### src/sv/string_escape_decoder_core_defines.svh
// Assertion helpers shared by the string escape decoder.
`ifndef STRING_ESCAPE_DECODER_CORE_DEFINES_SVH
`define STRING_ESCAPE_DECODER_CORE_DEFINES_SVH

// Same-cycle implication, checked on every rising edge outside reset.
`define SED_ASSERT_IMP(lbl, ante, cons) \
  lbl: assert property (@(posedge clk_i) disable iff (!rst_ni) (ante) |-> (cons)) \
    else $error("string escape decoder: same-cycle check failed");

// Next-cycle implication, checked on every rising edge outside reset.
`define SED_ASSERT_NXT(lbl, ante, cons) \
  lbl: assert property (@(posedge clk_i) disable iff (!rst_ni) (ante) |=> (cons)) \
    else $error("string escape decoder: next-cycle check failed");

`endif

### src/sv/sed_pkg.sv
`timescale 1ns / 1ps

package sed_pkg;

  typedef struct packed {
    logic [7:0] in_char;
    logic       is_last;
  } in_t;

  typedef struct packed {
    logic       byte_valid;
    logic [7:0] out_byte;
    logic       done_res;
    logic [1:0] status;
    logic [7:0] bad_char;
  } out_t;

  // Decoder result for one character: whether it yields a result, and the result.
  typedef struct packed {
    logic has_res;
    out_t rsp;
  } step_t;

  typedef enum logic [3:0] {
    MODE_NORMAL = 4'b0001,
    MODE_ESC    = 4'b0010,
    MODE_HEX1   = 4'b0100,
    MODE_HEX2   = 4'b1000
  } mode_e;

  typedef enum logic [1:0] {
    ERR_NONE = 2'd0,
    ERR_ESC  = 2'd1,
    ERR_HEX  = 2'd2
  } err_e;

  localparam logic [7:0] CH_BSLASH = 8'h5C;
  localparam logic [7:0] CH_QUOTE  = 8'h22;
  localparam logic [7:0] CH_N      = 8'h6E;
  localparam logic [7:0] CH_T      = 8'h74;
  localparam logic [7:0] CH_R      = 8'h72;
  localparam logic [7:0] CH_X      = 8'h78;
  localparam logic [7:0] CH_ZERO   = 8'h30;
  localparam logic [7:0] CH_SEVEN  = 8'h37;
  localparam logic [7:0] CH_NINE   = 8'h39;
  localparam logic [7:0] CH_LA     = 8'h61;
  localparam logic [7:0] CH_LF_HEX = 8'h66;
  localparam logic [7:0] CH_UA     = 8'h41;
  localparam logic [7:0] CH_UF_HEX = 8'h46;

  localparam logic [7:0] BYTE_LF  = 8'h0A;
  localparam logic [7:0] BYTE_TAB = 8'h09;
  localparam logic [7:0] BYTE_CR  = 8'h0D;

  // Return {digit ok, digit value} for one hex character in either case.
  function automatic logic [4:0] hex_digit(logic [7:0] c);
    logic [7:0] v;
    logic       ok;
    v  = 8'h00;
    ok = 1'b0;
    if (c >= CH_ZERO && c <= CH_NINE) begin
      v  = c - CH_ZERO;
      ok = 1'b1;
    end else if (c >= CH_LA && c <= CH_LF_HEX) begin
      v  = c - CH_LA + 8'd10;
      ok = 1'b1;
    end else if (c >= CH_UA && c <= CH_UF_HEX) begin
      v  = c - CH_UA + 8'd10;
      ok = 1'b1;
    end
    return {ok, v[3:0]};
  endfunction

endpackage

### src/sv/sed_decode.sv
`timescale 1ns / 1ps

module sed_decode import sed_pkg::*; (
  input  logic  clk_i,
  input  logic  rst_ni,
  input  in_t   req_i,
  input  logic  advance_i,
  output step_t step_o
);

  mode_e      mode_q, mode_d;
  logic [2:0] hex_q, hex_d;
  logic       trunc_q, trunc_d;
  err_e       err_q, err_d;
  logic [7:0] ech_q, ech_d;

  always_comb begin
    logic [7:0] c;
    logic [4:0] hd;
    logic       emit;
    logic [7:0] byte_v;
    c       = req_i.in_char;
    hd      = hex_digit(c);
    emit    = 1'b0;
    byte_v  = 8'h00;
    mode_d  = mode_q;
    hex_d   = hex_q;
    trunc_d = trunc_q;
    err_d   = err_q;
    ech_d   = ech_q;

    unique case (mode_q)
      MODE_NORMAL: begin
        if (c == CH_BSLASH) begin
          mode_d = MODE_ESC;
        end else begin
          emit   = 1'b1;
          byte_v = c;
        end
      end
      MODE_ESC: begin
        mode_d = MODE_NORMAL;
        priority if (c == CH_N) begin
          emit   = 1'b1;
          byte_v = BYTE_LF;
        end else if (c == CH_T) begin
          emit   = 1'b1;
          byte_v = BYTE_TAB;
        end else if (c == CH_R) begin
          emit   = 1'b1;
          byte_v = BYTE_CR;
        end else if (c == CH_BSLASH || c == CH_QUOTE) begin
          emit   = 1'b1;
          byte_v = c;
        end else if (c == CH_ZERO) begin
          trunc_d = 1'b1;
        end else if (c == CH_X) begin
          mode_d = MODE_HEX1;
        end else begin
          if (err_d == ERR_NONE) begin
            err_d = ERR_ESC;
            ech_d = c;
          end
        end
      end
      MODE_HEX1: begin
        mode_d = MODE_HEX2;
        if (c >= CH_ZERO && c <= CH_SEVEN) begin
          hex_d = c[2:0];
        end else begin
          hex_d = 3'd0;
          if (err_d == ERR_NONE) begin
            err_d = ERR_HEX;
            ech_d = 8'h00;
          end
        end
      end
      MODE_HEX2: begin
        mode_d = MODE_NORMAL;
        if (!hd[4]) begin
          if (err_d == ERR_NONE) begin
            err_d = ERR_HEX;
            ech_d = 8'h00;
          end
        end else begin
          byte_v = {1'b0, hex_q, hd[3:0]};
          if (byte_v == 8'h00) trunc_d = 1'b1;
          else                 emit    = 1'b1;
        end
      end
      default: mode_d = MODE_NORMAL;
    endcase

    // Suppress output once truncated or in error.
    if (trunc_d || err_d != ERR_NONE) emit = 1'b0;
    if (!emit) byte_v = 8'h00;

    // Literal ends inside an escape.
    if (req_i.is_last && err_d == ERR_NONE) begin
      if (mode_d == MODE_ESC) begin
        err_d = ERR_ESC;
        ech_d = 8'h00;
      end else if (mode_d != MODE_NORMAL) begin
        err_d = ERR_HEX;
        ech_d = 8'h00;
      end
    end

    step_o.has_res         = emit || req_i.is_last;
    step_o.rsp.byte_valid  = emit;
    step_o.rsp.out_byte    = byte_v;
    step_o.rsp.done_res    = req_i.is_last;
    step_o.rsp.status      = req_i.is_last ? err_d : ERR_NONE;
    step_o.rsp.bad_char    = (req_i.is_last && err_d == ERR_ESC) ? ech_d : 8'h00;
  end

  always_ff @(posedge clk_i or negedge rst_ni) begin
    if (!rst_ni) begin
      mode_q  <= MODE_NORMAL;
      hex_q   <= 3'd0;
      trunc_q <= 1'b0;
      err_q   <= ERR_NONE;
      ech_q   <= 8'h00;
    end else if (advance_i) begin
      if (req_i.is_last) begin
        mode_q  <= MODE_NORMAL;
        hex_q   <= 3'd0;
        trunc_q <= 1'b0;
        err_q   <= ERR_NONE;
        ech_q   <= 8'h00;
      end else begin
        mode_q  <= mode_d;
        hex_q   <= hex_d;
        trunc_q <= trunc_d;
        err_q   <= err_d;
        ech_q   <= ech_d;
      end
    end
  end

endmodule

### src/sv/sed_out_reg.sv
`timescale 1ns / 1ps

module sed_out_reg import sed_pkg::*; (
  input  logic clk_i,
  input  logic rst_ni,
  input  logic load_i,
  input  out_t data_i,
  output logic free_o,
  output logic valid_o,
  input  logic ready_i,
  output out_t data_o
);

  logic vld_q, vld_d;
  out_t data_q;

  assign free_o  = !vld_q || ready_i;
  assign valid_o = vld_q;
  assign data_o  = data_q;

  always_comb begin
    vld_d = vld_q;
    if (load_i)       vld_d = 1'b1;
    else if (ready_i) vld_d = 1'b0;
  end

  always_ff @(posedge clk_i or negedge rst_ni) begin
    if (!rst_ni) begin
      vld_q <= 1'b0;
    end else begin
      vld_q <= vld_d;
    end
  end

  // Payload holds until the next load.
  always_ff @(posedge clk_i) begin
    if (load_i) data_q <= data_i;
  end

endmodule

### src/sv/string_escape_decoder_core.sv
`timescale 1ns / 1ps

// String literal escape decoder. Takes one body character per request (quotes
// stripped, is_last on the final one) and returns decoded bytes for \n \t \r
// \\ \" and \xHH (first digit 0-7). \0 and \x00 truncate: later characters
// are still checked but yield no byte. The first error is kept and reported
// in status/bad_char on the result of the last character; bytes of a string
// that ends with a nonzero status are to be discarded. A character that
// produces neither a byte nor the end of the string gives no result.
// Throughput is one request per clock while the output side does not stall; a
// result passes from the input register through the decode logic into the
// output register. The decode state advances only as a request leaves the input
// register, and in_ready_o drops only while both registers hold work and the
// output side stalls.

`include "string_escape_decoder_core_defines.svh"

module string_escape_decoder_core import sed_pkg::*; (
  input  logic clk_i,
  input  logic rst_ni,
  input  logic in_valid_i,
  output logic in_ready_o,
  input  in_t  in_req_i,
  output logic out_valid_o,
  input  logic out_ready_i,
  output out_t out_rsp_o
);

  // Input register
  logic  in_vld_q, in_vld_d;
  in_t   in_q;

  step_t step;
  logic  out_free;
  logic  advance;

  // Advance the held request when it needs no output slot or one is free.
  assign advance    = in_vld_q && (!step.has_res || out_free);
  assign in_ready_o = !in_vld_q || advance;

  always_comb begin
    in_vld_d = in_vld_q;
    if (in_ready_o) in_vld_d = in_valid_i;
  end

  always_ff @(posedge clk_i or negedge rst_ni) begin
    if (!rst_ni) begin
      in_vld_q <= 1'b0;
    end else begin
      in_vld_q <= in_vld_d;
    end
  end

  always_ff @(posedge clk_i) begin
    if (in_valid_i && in_ready_o) in_q <= in_req_i;
  end

  // Decode logic and per-string state
  sed_decode u_decode (
    .clk_i     (clk_i),
    .rst_ni    (rst_ni),
    .req_i     (in_q),
    .advance_i (advance),
    .step_o    (step)
  );

  // Result register
  sed_out_reg u_out_reg (
    .clk_i   (clk_i),
    .rst_ni  (rst_ni),
    .load_i  (advance && step.has_res),
    .data_i  (step.rsp),
    .free_o  (out_free),
    .valid_o (out_valid_o),
    .ready_i (out_ready_i),
    .data_o  (out_rsp_o)
  );

  // Every result carries a byte or closes a string.
  `SED_ASSERT_IMP(a_no_empty_rsp, out_valid_o, out_rsp_o.byte_valid || out_rsp_o.done_res)
  // Status and bad character appear only on the closing result.
  `SED_ASSERT_IMP(a_status_on_done, out_valid_o && !out_rsp_o.done_res,
                  out_rsp_o.status == ERR_NONE && out_rsp_o.bad_char == 8'h00)
  // A bad character is reported only with an undefined escape.
  `SED_ASSERT_IMP(a_bad_char_esc, out_valid_o && out_rsp_o.status != ERR_ESC,
                  out_rsp_o.bad_char == 8'h00)
  // An accepted request lands in the input register.
  `SED_ASSERT_NXT(a_in_capture, in_valid_i && in_ready_o, in_vld_q)

endmodule
### config.mk
export PLATFORM = sky130hd
export DESIGN_NAME = string_escape_decoder_core
export DESIGN_NICKNAME = d
export VERILOG_FILES = /design/src/sv/sed_pkg.sv /design/src/sv/sed_decode.sv /design/src/sv/sed_out_reg.sv /design/src/sv/string_escape_decoder_core.sv
export VERILOG_INCLUDE_DIRS = /design/src /design/src/sv
export SDC_FILE = /design/constraint.sdc
export NUM_CORES = 1
export LEC_CHECK = 0
export BUFFER_PORTS_ARGS = -buffer_cell sky130_fd_sc_hd__buf_2
export CAP_MARGIN = 20
export CORE_ASPECT_RATIO = 0.7
export CORE_MARGIN = 2
export CORE_UTILIZATION = 40
export DETAILED_ROUTE_END_ITERATION = 7
export HOLD_SLACK_MARGIN = 0.12
export PLACE_DENSITY = 0.63
export REMOVE_ABC_BUFFERS = 1
export SYNTH_ARGS = -nofsm -noshare
export SYNTH_HDL_FRONTEND = slang
export SYNTH_SLANG_ARGS = --single-unit
### constraint.sdc
create_clock -name clk_i -period 3.6 [get_ports clk_i]
set_input_delay 0.36 -clock clk_i [delete_from_list [all_inputs] [get_ports clk_i]]
set_output_delay 0.36 -clock clk_i [all_outputs]
set_load 0.01 [all_outputs]
# Word-level counts from Yosys, hierarchy flattened
# Cells that the tools add are included.
# W data, S select, Z words.
[word_totals]
reg_bits = 49
latchBits = 0
mem_bits_rw = 0
rom_bits = 0
out_inout_bits = 22
word_cells = 140
memories = 0
[classes]
n_addsub = 5
mul = 0
n_div = 0
order_cmp = 7
eq_ne = 14
n_shift = 0
muxes = 75
bitwise = 0
reduce_logical = 25
[op_table]
columns = ["cell", "n"]
rows = [
  ["$mux W8", 19],
  ["$pmux W8 S3", 2],
  ["$eq A8 B7 Y1 const B", 5],
  ["$mux W4", 10],
  ["$mux W2", 14],
  ["$mux W1", 21],
  ["$eq A8 B6 Y1 const B", 2],
  ["$ge A8 B7 Y1 const B", 2],
  ["$le A8 B6 Y1 const B", 2],
  ["$le A8 B7 Y1 const B", 2],
  ["$mux W3", 4],
  ["$pmux W4 S3", 1],
  ["$sub A4 B1 Y4 const B", 3],
  ["$logic_and A1 B1 Y1", 9],
  ["$add A4 B4 Y4 const B", 2],
  ["$eq A4 B2 Y1 const B", 2],
  ["$ge A8 B6 Y1 const B", 1],
  ["$logic_not A7 Y1", 1],
  ["$mux W7", 1],
  ["$logic_or A1 B1 Y1", 6],
  ["$pmux W2 S3", 1],
  ["$reduce_bool A2 Y1", 3],
  ["$eq A4 B1 Y1 const B", 1],
  ["$eq A4 B3 Y1 const B", 1],
  ["other kinds (8)", 11],
]

# Logic depth before layout (Yosys ltp)
# Gate-level depths: netlist (run 1).
[logic_depth]
word_depth = 18
ltp_mapped = 11

# Hierarchy
# From an unflattened synthesis (run 1), not the netlist that was laid out.
[hier_totals]
hier_cells = 268
area_unflattened_um2 = 2777.7
[by_module_without_submodules]
columns = ["module", "n_inst", "cells_per_inst", "area_each_um2", "seq_area_each_um2"]
rows = [
  ["sed_decode", 1, 229, 1780.5, 451.7],
  ["sed_out_reg", 1, 23, 648.1, 625.6],
  ["string_escape_decoder_core", 1, 16, 349.1, 295.3],
]

# Worst setup path after synthesis (run 1)
# No wires, ideal clock.
[synth_path]
path_type = "register -> register"
startpoint = "reg in_q[1] in the netlist's numbering"
endpoint = "reg u_out_reg.data_q (netlist bit u_out_reg.data_o[0]) (enable)"
setup_ps = 397
arrival_time_ps = 2914
required_ps = 3203
setup_slack_ps = 289
path_stages_with_launch = 12
n_path_buf = 2
synth_period_minus_slack_ps = 3311
cell_sequence = "edfxtp_1 -> buf_2 -> inv_1 -> ha_1 -> nor2b_1 -> a211oi_1 -> nor4_1 -> o221ai_1 -> and2_1 -> clkbuf_1 -> a21oi_2 -> nor2_1"
[synth_via]
elab_chain_cells = 16
[synth_lines]
columns = ["element", "line", "text"]
rows = [
  ["start, declared", "string_escape_decoder_core.sv:31", "in_t in_q;"],
  ["start signal, assigned", "string_escape_decoder_core.sv:55", "if (in_valid_i && in_ready_o) in_q <= in_req_i;"],
  ["$sub A4 B1 Y4 (tied with other cells)", "sed_pkg.sv:65, sed_pkg.sv:68", ""],
  ["$add A4 B4 Y4 (tied with other cells)", "sed_pkg.sv:65, sed_pkg.sv:68", ""],
  ["$mux W4 / $mux W2 (equally long branches)", "sed_pkg.sv:67, sed_decode.sv:55", ""],
  ["$mux W4 / $mux W2 (equally long branches)", "sed_pkg.sv:64, sed_decode.sv:52", ""],
  ["$mux W4 / $mux W2 (equally long branches)", "sed_pkg.sv:61, sed_decode.sv:49", ""],
  ["$logic_not A7 Y1 / $mux W2 (equally long branches)", "sed_decode.sv:87, sed_decode.sv:46", ""],
  ["$mux W1 / $mux W2 (equally long branches)", "sed_decode.sv:87, sed_decode.sv:43", ""],
  ["$mux W1 / $pmux W2 S3 (equally long branches)", "sed_decode.sv:80, sed_decode.sv:32", ""],
  ["$pmux W1 S2 / $reduce_bool A2 Y1 (equally long branches)", "sed_decode.sv:32, sed_decode.sv:95", ""],
  ["$logic_or A1 B1 Y1", "sed_decode.sv:95", "if (trunc_d || err_d != ERR_NONE) emit = 1'b0;"],
  ["$mux W1 *", "sed_decode.sv:95", ""],
  ["$logic_or A1 B1 Y1 *", "sed_decode.sv:109", "step_o.has_res = emit || req_i.is_last;"],
  ["$logic_not A1 Y1", "string_escape_decoder_core.sv:38", "assign advance = in_vld_q && (!step.has_res || out_free);"],
  ["$logic_or A1 B1 Y1", "string_escape_decoder_core.sv:38", ""],
  ["$logic_and A1 B1 Y1", "string_escape_decoder_core.sv:38", ""],
  ["$logic_and A1 B1 Y1 *", "string_escape_decoder_core.sv:71", ".load_i (advance && step.has_res),"],
  ["via u_out_reg.load_i", "sed_out_reg.sv:6", "input logic load_i,"],
  ["end signal, assigned", "sed_out_reg.sv:37", "if (load_i) data_q <= data_i;"],
  ["end, declared", "sed_out_reg.sv:15", "out_t data_q;"],
]
# The timed path passes the listed nets; every way through them passes the cells marked *.
# A chain may end at the register's enable or synchronous reset.

# Worst setup path after layout (run 1)
[layout_path]
startpoint = "reg in_q[2] in the netlist's numbering"
endpoint = "out in_ready_o"
[layout_via]
elab_chain_cells = 16
[layout_lines]
columns = ["element", "line", "text"]
rows = [
  ["$sub A4 B1 Y4 (tied with other cells)", "sed_pkg.sv:65, sed_pkg.sv:68", ""],
  ["$add A4 B4 Y4 (tied with other cells)", "sed_pkg.sv:65, sed_pkg.sv:68", ""],
  ["$mux W4 / $mux W2 (equally long branches)", "sed_pkg.sv:67, sed_decode.sv:55", ""],
  ["$mux W4 / $mux W2 (equally long branches)", "sed_pkg.sv:64, sed_decode.sv:52", ""],
  ["$mux W4 / $mux W2 (equally long branches)", "sed_pkg.sv:61, sed_decode.sv:49", ""],
  ["$logic_not A7 Y1 / $mux W2 (equally long branches)", "sed_decode.sv:87, sed_decode.sv:46", ""],
  ["$mux W1 / $mux W2 (equally long branches)", "sed_decode.sv:87, sed_decode.sv:43", ""],
  ["$mux W1 / $pmux W2 S3 (equally long branches)", "sed_decode.sv:80, sed_decode.sv:32", ""],
  ["$pmux W1 S2 / $reduce_bool A2 Y1 (equally long branches)", "sed_decode.sv:32, sed_decode.sv:95", ""],
  ["$logic_or A1 B1 Y1", "sed_decode.sv:95", ""],
  ["$mux W1 *", "sed_decode.sv:95", ""],
  ["$logic_or A1 B1 Y1 *", "sed_decode.sv:109", ""],
  ["$logic_not A1 Y1 *", "string_escape_decoder_core.sv:38", ""],
  ["$logic_or A1 B1 Y1 *", "string_escape_decoder_core.sv:38", ""],
  ["$logic_and A1 B1 Y1 *", "string_escape_decoder_core.sv:38", ""],
  ["$logic_or A1 B1 Y1 *", "string_escape_decoder_core.sv:39", "assign in_ready_o = !in_vld_q || advance;"],
  ["end, declared", "string_escape_decoder_core.sv:22", "output logic in_ready_o,"],
]
# Every way passes the cells marked *; elsewhere a longest branch is shown, timed or not.

==> results of run 1 <==
area by class of cell:
| cell class | instances | area, um2 |
|---|---|---|
| Fill cell | 642 | 3590 |
| Clock inverter | 3 | 21.3 |
| Multi-Input combinational cell | 213 | 1290 |
| Sequential cell | 49 | 1370 |
| Timing Repair Buffer | 42 | 233 |
| Tap cell | 94 | 118 |
| Inverter | 8 | 30.0 |
| Clock buffer | 5 | 68.8 |
flip-flops by register name, summed over array words and instances (netlist names):
signal and flops:
u_out_reg.data_o 20, u_decode.err_q 2, u_decode.ech_q 8, u_decode.trunc_q 1, in_vld_q 1, u_out_reg.valid_o 1
u_decode.mode_q 4, u_decode.hex_q 3, in_q 9
through the flow:
stage	utilization	area [um2]	instances	setup WS, ns
after floorplan	-	2700	270	0.366
after global routing	0.466	3140	414	0.000665
after global placement	0.452	3040	405	0.528
after CTS	0.466	3140	414	0.258
after detailed placement	0.452	3040	405	0.474
final	0.466	3140	414	0.198
worst max-delay path by stage:
| stage | start | to | slack (ns) | depth (start not counted) |
|---|---|---|---|---|
| detailed placement | in_q[2]$_DFFE_PP_ | in_q[5]$_DFFE_PP_ | 0.47 | 9 |
| global route | in_q[2]$_DFFE_PP_ | in_ready_o | 0.0007 | 9 |
| global placement | in_q[2]$_DFFE_PP_ | in_ready_o | 0.53 | 9 |
| CTS | in_q[4]$_DFFE_PP_ | in_ready_o | 0.26 | 9 |
| finish | in_q[2]$_DFFE_PP_ | in_ready_o | 0.20 | 9 |
| floorplan | in_q[1]$_DFFE_PP_ | u_out_reg.data_o[0]$_SDFFCE_PN0P_ | 0.37 | 9 |
cells by family (layout without fill, tap and decap cells):
kind of cell	Yosys count	in the layout	synth area share
simple gates	137	137	0.271
compound gates	70	70	0.172
flops	49	49	0.496
buf+inv	21	58	0.0362
fa+ha+maj	4	4	0.0181
xor+xnor	1	1	0.00317
mux	1	1	0.00362
cells in the mapped netlist (2+ instances only):
master and count:
nand2_1 36, edfxtp_1 29, nor2_1 28, nand3_1 23, dfrtp_1 19, o21ai_0 16, a21oi_1 15, a22oi_1 14
nor3_1 8, inv_1 6, buf_2 4, ha_1 4, nand3b_1 4, or2_2 4, a211oi_1 3, and2_1 3
and3_1 3, clkbuf_1 3, nand2b_1 3, nor2b_1 3, or3_1 3, a31oi_1 2, a32o_1 2, buf_1 2
buf_4 2, nand4_1 2, nand4b_1 2, nor4_1 2, nor4b_4 2, o211ai_1 2, o21a_1 2, o21ai_1 2
o21bai_1 2, o221ai_1 2, or4_4 2
cells in the final DEF (no fill, tap or decap), drive strengths merged, types with 4 or more instances in the layout:
cell type	instances
buf	41
nand2	36
edfxtp	29
nor2	29
nand3	23
dfrtp	19
o21ai	18
a21oi	16
a22oi	14
nor3	9
inv	8
clkbuf	5
or2	5
nand3b	4
ha	4
nor4b	4
report_power, final:
part	total (mW)	switching [mW]	leakage [nW]	internal (mW)
clock	0.330	0.192	0.0445	0.138
combinational	0.519	0.327	0.610	0.192
sequential	0.846	0.0925	0.549	0.754
total	1.69	0.611	1.20	1.08
layer usage:
| metal | GRT usage | share of wire | vias up |
|---|---|---|---|
| met2 | 0.262 | 0.40 | 93 |
| met3 | 0.0381 | 0.062 | 2 |
| li1 | - | - | 1119 |
| met1 | 0.315 | 0.54 | 1186 |
| met4 | 0.0351 | 0.0024 | 0 |
| met5 | 0 | 0 | - |
==> flow_summary_export.csv, run 1 <==
group,metric,value,unit
drt,wl_per_cell,16.9,um
floorplan,ios,35,
yosys,synthTopCellsByArea,"edfxtp_1 (31%), dfrtp_1 (17%), nand2_1 (4.9%)",
finish,diodes,0,
critical_path,reg2reg_depth,9,
cts,path_clk_slew,0.09,ns
timing,finalMaxSlewViolations,0,
cts,cts_num_sinks,49,
global_route,overflow,0,
cts,cts-htree-levels,2,
finish,nets,336,
critical_path,cp_max_fo,8,
run,maxCapViolCount,0,
placed_design,gp_congestion,0.937,
drt,vias,2400,
timing,slew_headroom,0.523,
status,status,"finished clean",
timing,rsz0062_at_grt,"false",
pwr,p_per_area,540,nW/um2
drt,dr.pass1.iters,5,
timing,max_freq,294,MHz
yosys,synth_edf_count,29,
drt,drt-total-wl,6990,um
critical_path,cp_slowest_cell,"edfxtp_1",
critical_path,regToRegStartpoint,"in_q[2]$_DFFE_PP_",
cts,clock_latency,0.31,ns
critical_path,critPathBufInv,2,
yosys,syn-cell-area,2770,um2
yosys,synth_cell_types,59,
critical_path,worst_ep_arrival_time,3.04,ns
floorplan,rows,25,
cts,post_cts_resized,0,
yosys,yosysSeqAreaShare,0.496,
floorplan,start_util,0.411,
yosys,async_flop_share,0.408,
critical_path,cp.required,3.24,ns
yosys,synth_cells,283,
drt,viasPerCell,5.80,
drt,drc,0,
yosys,postSynthAreaPerCell,9.78,um2
yosys,synth_warnings,0,
yosys,synth_ff_type,"edfxtp_1",
timing,fin_setup_tns,0,ns
drt,drt_iter0_markers,193,
finish,area_growth_syn_to_layout,13.4,%
min_path,hold_path.class,"input port to register",
yosys,synth_top_cell_area_share,0.315,
global_route,grt_pass1_vias,2083,
min_path,min_to,"in_q[1]$_DFFE_PP_",
finish,drive_gt1_frac,0.209,
cts,cts_buffers,5,
drt,ant_nets,0,
timing,hold_viol_final,0,
cts,cts-root-buf,"clkbuf_8",
cts,postCtsHoldBufs,1,
critical_path,crit_type,"register to primary output",
timing,fin_crit,3.40,ns
critical_path,reg2reg_to,"in_q[0]$_DFFE_PP_",
min_path,min-delay-start,"in_req_i[1]",
critical_path,cpPeakStageDelay,0.51,ns
critical_path,critPathTopFamily,"compound AO/OA/AOI/OAI gates",
placed_design,portBuffers,34,
floorplan,die_w,103,um
critical_path,crit_chain,"inv_1, ha_1, mux2i_1, nor3_1, o21ai_0, a31oi_4, a21oi_2, or2_2, buf_2",
timing,post-route-period-util,0.945,
timing,tightest_slew,0.713,ns
global_route,antenna_found_initial,0,
critical_path,reg2reg_slack,0.43,ns
critical_path,start_kind,"register",
critical_path,cp-end-kind,"primary output",
timing,holdWs,0.228,ns
placed_design,dpl.hpwl,5160,um
yosys,yosysTopAreaCell,"edfxtp_1",
timing,clock_skew,0.0114,ns
timing,setup_violations,0,
cts,postCtsSetupBuffers,0,
min_path,hold_depth,1,
global_route,grt_max_degree,21,
global_route,grt_pass1_wl,11100,um
cts,cts_buffer_depth,2,
pwr,p_leak,1.20,nW
floorplan,die_h,73.6,um
floorplan,core,6730,um2
pwr,peakVddDrop,0.000221,V
global_route,grt_util_all_layers,0.193,
floorplan,die_area,7610,um2
cts,cts_tree,"yes",
yosys,ys_ff_latch,49,
pwr,finalPower,1.69,mW
Note: power is estimated with default switching activity, not from simulation.
==> run 2: changes to the inputs <==
Settings changed: CELL_PAD_IN_SITES_DETAIL_PLACEMENT set to 1, CELL_PAD_IN_SITES_GLOBAL_PLACEMENT set to 2, CORE_UTILIZATION 40 to 37, PLACE_DENSITY 0.63 to 0.83, SYNTH_HIERARCHICAL set to 1.
==> flow_summary_export.csv, run 2 <==
group,metric,value,unit
cts,cts-htree-levels,2,
timing,tightest_slew,1.02,ns
critical_path,crit_type,"register to register",
yosys,synth_cells,268,
drt,viasPerCell,5.57,
yosys,synth_top_cell_area_share,0.314,
placed_design,pre_cts_ws,0.0488,ns
cts,cts_num_sinks,49,
global_route,grt_max_degree,22,
critical_path,start_kind,"register",
finish,final_common_cell,"buf_2",
yosys,synth_warnings,6,
finish,final_cell_mix,"buf_2 (34), edfxtp_1 (29), buf_4 (26), o21ai_0 (25), a21oi_1 (21)",
placed_design,gp_congestion,0.867,
yosys,ys_ff_latch,49,
finish,seqCellArea,1370,um2
cts,cts_buffers,5,
drt,wl_per_cell,19.5,um
timing,max_freq,293,MHz
yosys,synth_ff_type,"edfxtp_1",
finish,design_area,3370,um2
drt,vias,2345,
yosys,postSynthAreaPerCell,10.4,um2
critical_path,cp_max_fo,8,
critical_path,cp-end-kind,"register",
timing,post-route-period-util,0.948,
floorplan,core,7290,um2
critical_path,cp.required,3.82,ns
floorplan,start_util,0.381,
finish,multiInputGateArea,1360,um2
timing,finalMaxSlewViolations,0,
critical_path,cp_common_cell,"nand2b_1",
cts,cts_buffer_depth,2,
run,maxCapViolCount,0,
cts,path_clk_slew,0.10,ns
drt,dr.pass1.iters,4,
drt,drc,0,
yosys,synthTopCellsByArea,"edfxtp_1 (31%), dfrtp_1 (17%), o21ai_0 (4.5%)",
global_route,overflow,0,
finish,fillers,846,
timing,slew_headroom,0.312,
global_route,grt_pass1_vias,2258,
yosys,yosysMostFrequentCell,"edfxtp_1",
timing,fin_crit,3.41,ns
pwr,p_per_area,402,nW/um2
critical_path,worst_ep_arrival_time,3.63,ns
min_path,hold_path.class,"input port to register",
cts,cts_tree,"yes",
cts,clock_latency,0.30,ns
finish,drive_gt1_frac,0.303,
timing,clock_skew,0.00866,ns
finish,nets,339,
placed_design,dpl.hpwl,5980,um
cts,cts-root-buf,"clkbuf_8",
placed_design,placed_area,3160,um2
floorplan,ios,35,
finish,diodes,0,
pwr,finalPower,1.36,mW
critical_path,cp_slowest_cell,"edfxtp_1",
timing,setup_violations,0,
yosys,yosysTopAreaCell,"edfxtp_1",
yosys,synth_commonest_cells,"edfxtp_1 (29), o21ai_0 (25), a21oi_1 (21), dfrtp_1 (19), nor2_1 (17)",
floorplan,rows,26,
floorplan,die_w,108,um
drt,ant_nets,0,
global_route,grt_util_all_layers,0.200,
critical_path,crit_chain,"ha_1, or3b_2, a311oi_2, mux2i_1, o41ai_2, a2111o_1, nand2b_1, a21boi_2, nand2b_1, or4_1, nor3_2, buf_4, a21oi_1, o21ai_0",
finish,post-route-util,0.462,
placed_design,portBuffers,34,
drt,drt_iter0_markers,120,
yosys,yosysSeqAreaShare,0.494,
yosys,syn-cell-area,2780,um2
yosys,async_flop_share,0.408,
pwr,peakVddDrop,0.000183,V
floorplan,die_h,76.5,um
timing,hold_viol_final,0,
floorplan,die_area,8230,um2
pwr,p_leak,1.33,nW
global_route,grt_pass1_wl,12800,um
status,status,"finished clean",
global_route,antenna_found_initial,0,
finish,area_growth_syn_to_layout,21.3,%
yosys,synth_cell_types,63,
critical_path,cpPeakStageDelay,0.47,ns
timing,layout_setup_ws,0.188,ns
drt,drt-total-wl,8200,um
finish,largest_reg_flops,20,
yosys,synth_edf_count,29,
-- run 2: cell count changes in the layout (fill, tap and decap cells not counted), moves of 4 or more --
cell / delta
nand3_1: -12
nor2b_1: +10
nor2_1: -11
nand3b_1: -4
a22oi_1: -11
a31oi_1: +4
nand2_1: -26
nand2b_1: +12
o21ai_0: +9
buf_4: +19
a21oi_1: +6
-- run 2: routing by layer --
layer / wire (um) / track usage / vias up
met3: 571 / 0.0291 / 2
met2: 3530 / 0.295 / 76
met4: 8 / 0.0231 / 0
met1: 4090 / 0.319 / 1164
li1: - / - / 1103
met5: 0 / 0 / -
-- run 2: stage by stage --
step	std cells	setup TNS, ns	hold WS, ns
finish	421	0	0.225
global route	421	-0.166	0.215
CTS	414	0	0.219
detailed placement	405	0	0.345
global placement	405	0	0.346
floorplan	253	-13.14	0.0644
-- run 2: kinds of logic (layout without fill, tap and decap cells) --
| kind of cell | after synthesis | after routing | synth area share |
|---|---|---|---|
| simple gates | 104 | 104 | 0.236 |
| compound gates | 84 | 84 | 0.204 |
| flops | 49 | 49 | 0.494 |
| buf+inv | 25 | 80 | 0.0410 |
| fa+ha+maj | 4 | 4 | 0.0180 |
| mux | 2 | 2 | 0.00721 |
-- run 2: worst paths after layout --
path                            depth (start not counted)  slack [ns]                          start                             end
worst max-delay path                                   14        0.19              in_q[2]$_DFFE_PP_   u_decode/ech_q[1]$_DFFE_PN0P_
worst max register to register                         14        0.19              in_q[2]$_DFFE_PP_   u_decode/ech_q[1]$_DFFE_PN0P_
worst min-delay path                                    1        0.22                    in_req_i[0]               in_q[0]$_DFFE_PP_
worst min register to register                          1        0.56  u_decode/hex_q[2]$_DFFE_PN0P_   u_decode/hex_q[2]$_DFFE_PN0P_
min in group asynchronous                               2        0.54                         rst_ni            in_vld_q$_DFFE_PN0P_
max in group asynchronous                               2        2.71                         rst_ni  u_decode/mode_q[0]$_DFFE_PN1P_
-- run 2: repair_timing --
action | 4_1_cts | 5_1_grt
buffers inserted | 0 | 7
hold buffers | 1 | 0
resized for setup | 1 | 10
pin swaps | 0 | 4
endpoints found under the hold margin | 19 | 0
setup endpoints to repair | 7 | 12
-- run 2: layout make-up --
cell class                 count  area share
clock inverter                 3     0.00520
tap                           98      0.0364
sequential                    49       0.407
clock buffer                   5      0.0204
multi-input combinational    194       0.402
inverter                      10      0.0111
timing repair buffer          62       0.117
-- run 2: where the power goes --
part	total (mW)	internal, mW	switching, mW
Combinational	0.280	0.125	0.155
Sequential	0.751	0.681	0.0702
Clock	0.325	0.135	0.191
Total	1.36	0.941	0.415
-- run 2: critical path: cells and delay by family (launching register included) --
| family | cells | cell delay, ns |
|---|---|---|
| mux | 1 | 0.12 |
| fa+ha+maj | 1 | 0.23 |
| compound gates | 6 | 1.10 |
| simple gates | 5 | 1.25 |
| flops | 1 | 0.47 |
| buf+inv | 1 | 0.18 |
